==> config.mk <==
export PLATFORM = sky130hd
export DESIGN_NAME = rgbg_lerp
export DESIGN_NICKNAME = d
export VERILOG_FILES = /design/src/hdl/rgb565_four_corner_gradient_assert.svh /design/src/hdl/rgbg_pkg.sv /design/src/hdl/rgbg_div_cell.sv /design/src/hdl/rgbg_lerp.sv
export SDC_FILE = /design/constraint.sdc
export NUM_CORES = 1
export LEC_CHECK = 0
export BUFFER_PORTS_ARGS = -buffer_cell sky130_fd_sc_hd__buf_2
export CORE_MARGIN = 4
export CORE_UTILIZATION = 64
export CTS_CLUSTER_SIZE = 25
export DETAILED_ROUTE_END_ITERATION = 6
export GPL_ROUTABILITY_DRIVEN = 0
export PLACE_DENSITY = 0.83
export SYNTH_ARGS = -nofsm -noshare
export SYNTH_HDL_FRONTEND = slang
export SYNTH_SLANG_ARGS = --single-unit
==> constraint.sdc <==
create_clock -name clk -period 10.71 [get_ports clk]
set_input_delay 1.6065 -clock clk [delete_from_list [all_inputs] [get_ports clk]]
set_output_delay 1.6065 -clock clk [all_outputs]
set_load 0.01 [all_outputs]
==> src/hdl/rgb565_four_corner_gradient_assert.svh <==
// ----------------------------------------------------------------------------
// Assertion macros for the four-corner gradient block
// Each macro expects clk and arst_n in scope at the point of use.
// ----------------------------------------------------------------------------
`ifndef RGB565_FOUR_CORNER_GRADIENT_ASSERT_SVH
`define RGB565_FOUR_CORNER_GRADIENT_ASSERT_SVH
`ifndef SYNTHESIS
`define RGBG_ASSERT_SAME(lbl, ante, cons) \
	lbl: assert property (@(posedge clk) disable iff (!arst_n) (ante) |-> (cons)) \
		else $error("assertion failed");
`define RGBG_ASSERT_NEXT(lbl, ante, cons) \
	lbl: assert property (@(posedge clk) disable iff (!arst_n) (ante) |=> (cons)) \
		else $error("assertion failed");
`else
`define RGBG_ASSERT_SAME(lbl, ante, cons)
`define RGBG_ASSERT_NEXT(lbl, ante, cons)
`endif
`endif

==> src/hdl/rgbg_pkg.sv <==
// ----------------------------------------------------------------------------
// rgbg_pkg
// Types and constants shared by the gradient pipeline modules.
// ----------------------------------------------------------------------------
`default_nettype none
package rgbg_pkg;
	// Largest pattern side; the fraction widths below are sized for it.
	localparam int MAX_DIMENSION = 4096;
	localparam int CHW       = 6;   // channel width, red and blue zero extended
	localparam int NUMW      = 12;  // fraction numerator and denominator width
	localparam int REMW      = 20;  // dividend and remainder width
	localparam int DVSW      = NUMW + 1;
	localparam int QSTEPS    = 6;   // quotient bits, one per cell
	localparam int CHAIN_LAT = QSTEPS + 2;
	localparam int PIPE_LAT  = 2 * CHAIN_LAT;

	localparam logic [2:0] REG_WIDTH  = 3'd0;
	localparam logic [2:0] REG_HEIGHT = 3'd1;
	localparam logic [2:0] REG_TL     = 3'd2;
	localparam logic [2:0] REG_TR     = 3'd3;
	localparam logic [2:0] REG_BL     = 3'd4;
	localparam logic [2:0] REG_BR     = 3'd5;

	typedef struct packed {
		logic [REMW-1:0]   rem;
		logic [DVSW-1:0]   dvs;
		logic [QSTEPS-1:0] quo;
		logic [CHW-1:0]    base;
		logic              neg;
	} div_t;
endpackage
`default_nettype wire

==> src/hdl/rgbg_div_cell.sv <==
// ----------------------------------------------------------------------------
// rgbg_div_cell
// One restoring division step that settles a single quotient bit.
// ----------------------------------------------------------------------------
`default_nettype none
module rgbg_div_cell #(
	parameter int SHIFT = 0
) (
	input  wire                 clk,
	input  wire                 en,
	input  wire rgbg_pkg::div_t d_in,
	output rgbg_pkg::div_t      d_out
);
	logic [rgbg_pkg::REMW-1:0] trial;
	rgbg_pkg::div_t            nxt;

	always_comb begin
		trial = rgbg_pkg::REMW'(d_in.dvs) << SHIFT;
		nxt   = d_in;
		if (d_in.rem >= trial) begin
			nxt.rem        = d_in.rem - trial;
			nxt.quo[SHIFT] = 1'b1;
		end
	end

	always_ff @(posedge clk) begin
		if (en) begin
			d_out <= nxt;
		end
	end
endmodule
`default_nettype wire

==> src/hdl/rgbg_lerp.sv <==
// ----------------------------------------------------------------------------
// rgbg_lerp
// Rounded channel interpolation a + round((b - a) * num / den) as a chain.
// ----------------------------------------------------------------------------
`default_nettype none
module rgbg_lerp (
	input  wire                             clk,
	input  wire                             en,
	input  wire [rgbg_pkg::CHW-1:0]         a,
	input  wire [rgbg_pkg::CHW-1:0]         b,
	input  wire [rgbg_pkg::NUMW-1:0]        num,
	input  wire [rgbg_pkg::NUMW-1:0]        den,
	output logic [rgbg_pkg::CHW-1:0]        y
);
	logic                                     neg;
	logic [rgbg_pkg::CHW-1:0]                 mag;
	logic [rgbg_pkg::CHW+rgbg_pkg::NUMW-1:0]  prod;
	rgbg_pkg::div_t                           head;
	rgbg_pkg::div_t                           head_s1;
	rgbg_pkg::div_t                           link [rgbg_pkg::QSTEPS+1];

	always_comb begin
		neg       = b < a;
		mag       = neg ? (a - b) : (b - a);
		prod      = mag * num;
		// Dividing 2*mag*num + den by 2*den rounds halves away from zero.
		head.rem  = rgbg_pkg::REMW'({prod, 1'b0}) + rgbg_pkg::REMW'(den);
		head.dvs  = {den, 1'b0};
		head.quo  = '0;
		head.base = a;
		head.neg  = neg;
	end

	always_ff @(posedge clk) begin
		if (en) begin
			head_s1 <= head;
		end
	end

	assign link[0] = head_s1;

	for (genvar i = 0; i < rgbg_pkg::QSTEPS; i++) begin : g_cell
		rgbg_div_cell #(
			.SHIFT(rgbg_pkg::QSTEPS - 1 - i)
		) u_cell (
			.clk  (clk),
			.en   (en),
			.d_in (link[i]),
			.d_out(link[i+1])
		);
	end

	always_ff @(posedge clk) begin
		if (en) begin
			y <= link[rgbg_pkg::QSTEPS].neg ?
				link[rgbg_pkg::QSTEPS].base - link[rgbg_pkg::QSTEPS].quo :
				link[rgbg_pkg::QSTEPS].base + link[rgbg_pkg::QSTEPS].quo;
		end
	end
endmodule
`default_nettype wire

==> run_results.csv <==
group,metric,value,unit
final_layout,final_cell_mix,"262 x edfxtp_1, 175 x inv_1, 125 x ha_1, 85 x a21oi_1, 77 x nor2_1",
outcome,failed_checks,"DRC",
timing,fmax,113.7,MHz
critical_path,cp_common_cell,"fa_1",
power,p_clk_share,16.5,%
grt,grt_pass1_wl,49.74,mm
power,intPower,3.436,mW
clock_tree,path_clk_slew,60,ps
clock_tree,postCtsSetupBuffers,0,
final_layout,drive_above_1_share,9.199,%
floorplan,die-area,0.02747,mm²
clock_tree,root_buffer,"clkbuf_16",
timing,post-route-period-util,82.13,%
outcome,status,"finished with violations",
worst_hold_path,hold_start,"g_cell[3].u_cell.d_out[10]",
floorplan,core_area,0.02439,mm²
routing,drt-initial-drc-count,768,
grt,grt_start_max_net_pins,134,
floorplan,ioPinCount,44,
final_layout,fillers,1639,
clock_tree,clock_sinks,262,
synth,postSynthCellCount,1355,
timing,relSlewSlack,19.67,%
timing,holdWs,414.1,ps
critical_path,path_buf_inv,4,
worst_hold_path,holdPathEnd,"g_cell[4].u_cell.d_out[10]",
critical_path,cp-end-kind,"flip-flop",
final_layout,layout_commonest_cell,"edfxtp_1",
final_layout,postLayoutCellArea,0.01742,mm²
floorplan,dieWidth,165.7,µm
routing,routedWlPerCell,16.69,µm
critical_path,r2r_end,"g_cell[4].u_cell.d_out[37]",
job,cap_violations,0,
clock_tree,ctsResizeCount,0,
clock_tree,holdBufCountCts,0,
power,p_sw,2.173,mW
timing,worstMarginPinSlew,1171,ps
power,vdd_drop_max,0.3732,mV
worst_hold_path,hold_class,"flip-flop to flip-flop",
worst_hold_path,min_path_cells,0,
synth,synth.yosys.seq_area_share,49.41,%
synth,syn_nets,1568,
critical_path,r2r_slack,7140,ps
critical_path,critPathSlowestCell,"mux2i_1",
clock_tree,cts_buffer_depth,3,
critical_path,slowest_delay,630,ps
routing,ant_nets,0,
critical_path,timing.rr.start,"g_cell[3].u_cell.d_out[26]",
power,pwr-share-seq,30.1,%
synth,syn_area,0.01592,mm²
power,switching_share,38.74,%
critical_path,cp.required,10950,ps
synth,synth_edf_count,262,
routing,vias,10287,
floorplan,rows,57,
timing,setup_violations,0,
synth,ys.flop_type,"edfxtp_1",
synth,syn_area_per_cell,11.75,µm²
synth,ys_types,69,
critical_path,critPathTopFamily,"adder cells",
grt,overflow,0,
power,p_total,5.608,mW
synth,synth-async-reset-ratio,0,%
critical_path,critPathKind,"primary input to flip-flop",
final_layout,fin_nets,1629,
routing,drt_wl_total,29.36,mm
routing,dr.pass1.iters,7,
routing,drc,1,
final_layout,n_antenna_cell,0,
power,pwr-share-comb,53.4,%
grt,grt_pass1_vias,10570,
floorplan,chipHeight,165.7,µm
routing,vias_per_cell,5.848,
power,p_leak,7.202,nW
clock_tree,cts_tree,"built",
floorplan,start_util,65.29,%
timing,period_minus_slack,8796,ps
timing,setup_tns,0,ps
clock_tree,clk-insertion-delay-late,520,ps
placement,dp_hpwl,21.53,mm
grt,grt_antenna_before_repair,0,
power,p_per_area,321.9,mW/mm²
clock_tree,cts_buffers,27,
final_layout,area_delta_synth_final,9.421,%
timing,grt_setup_unrepaired,"false",
critical_path,start_kind,"primary input",
critical_path,cp_data_arrival_time,9030,ps
timing,clock_skew,11.85,ps
placement,io_buffers,43,
timing,final_max_slew_viol_count,0,
timing,hold_viol,0,
synth,ys_warn_count,0,
grt,grtUsageTotal,21.43,%
critical_path,worstPathMaxFanout,12,
synth,synth_seq_cells,262,
critical_path,reg2reg_depth,9,
clock_tree,htreeDepth,1,
placement,placed_cell_area,0.01653,mm²
[kinds of logic (layout without fill, tap and decap cells)]
kind of cell | count (synthesis) | in the layout | synth area share, %
AND/OR/NAND/NOR | 328 | 328 | 11.15
flip-flops | 262 | 262 | 49.41
buffers and inverters | 191 | 271 | 4.565
AO/OA/AOI/OAI | 267 | 267 | 10.93
XOR/XNOR | 88 | 88 | 4.840
multiplexers | 44 | 44 | 3.001
adder cells (fa/ha/maj) | 175 | 175 | 16.11
[worst max path at each step]
stage / startpoint / cells after the start / slack, ps / endpoint
after floorplan: b[0] / 30 / 2490 / head_s1[44]
after global placement: b[0] / 29 / 1830 / head_s1[44]
after detailed placement: b[0] / 29 / 1490 / head_s1[44]
after CTS: b[0] / 29 / 2000 / head_s1[44]
after global routing: b[0] / 29 / 1460 / head_s1[44]
final: b[0] / 29 / 1910 / head_s1[44]
[metal layers]
metal / global-route usage (%) / share of wire (%) / up-vias
met5: 0 / 0 / -
met4: 7.030 / 3.3 / 0
met3: 2.142 / 3.8 / 71
met2: 41.55 / 55 / 287
met1: 24.70 / 38 / 4937
li1: - / - / 4992
[cells in the mapped netlist (20+ instances only)]
library cell,number,area share (%)
xor2_1,35,1.9
nor2_1,77,1.8
inv_1,175,4.1
o21ai_0,49,1.5
edfxtp_1,262,49
mux2_2,25,1.8
and2_1,43,1.7
a21o_1,28,1.3
ha_1,125,9.8
a21oi_1,85,2.7
nand2_1,55,1.3
nor3_1,20,0.63
xnor2_1,53,2.9
fa_1,50,6.3
nor2b_1,39,1.5
[stage by stage]
step	worst slack, ps	utilization (%)	std cells
global route	1456	71.44	1759
CTS	2003	71.44	1759
global placement	1826	67.79	1711
finish	1914	71.44	1759
floorplan	2489	-	1355
detailed placement	1492	67.79	1711
[layout make-up]
| class | instances | area (µm²) | share of cell area [%] |
|---|---|---|---|
| multi-input combinational | 902 | 7342 | 42.14 |
| timing repair buffer | 48 | 262.8 | 1.508 |
| inverter | 175 | 656.9 | 3.770 |
| clock inverter | 18 | 202.7 | 1.163 |
| clock buffer | 30 | 686.9 | 3.942 |
| tap | 324 | 405.4 | 2.327 |
| sequential | 262 | 7868 | 45.15 |
[power by group through the flow]
stage	registers (mW)	clock network [mW]	logic, mW
after global placement	1.69	0	2.84
after floorplan	1.66	0	2.36
final	1.69	0.928	2.99
after global routing	1.71	0.992	3.37
after CTS	1.69	0.944	2.98
after detailed placement	1.70	0	2.94
[state kept, by name (all words and copies together), names as in the netlist]
name,flops
g_cell.u_cell.d_out,218
head_s1,38
y,6
(Power assumes the default switching activity.)
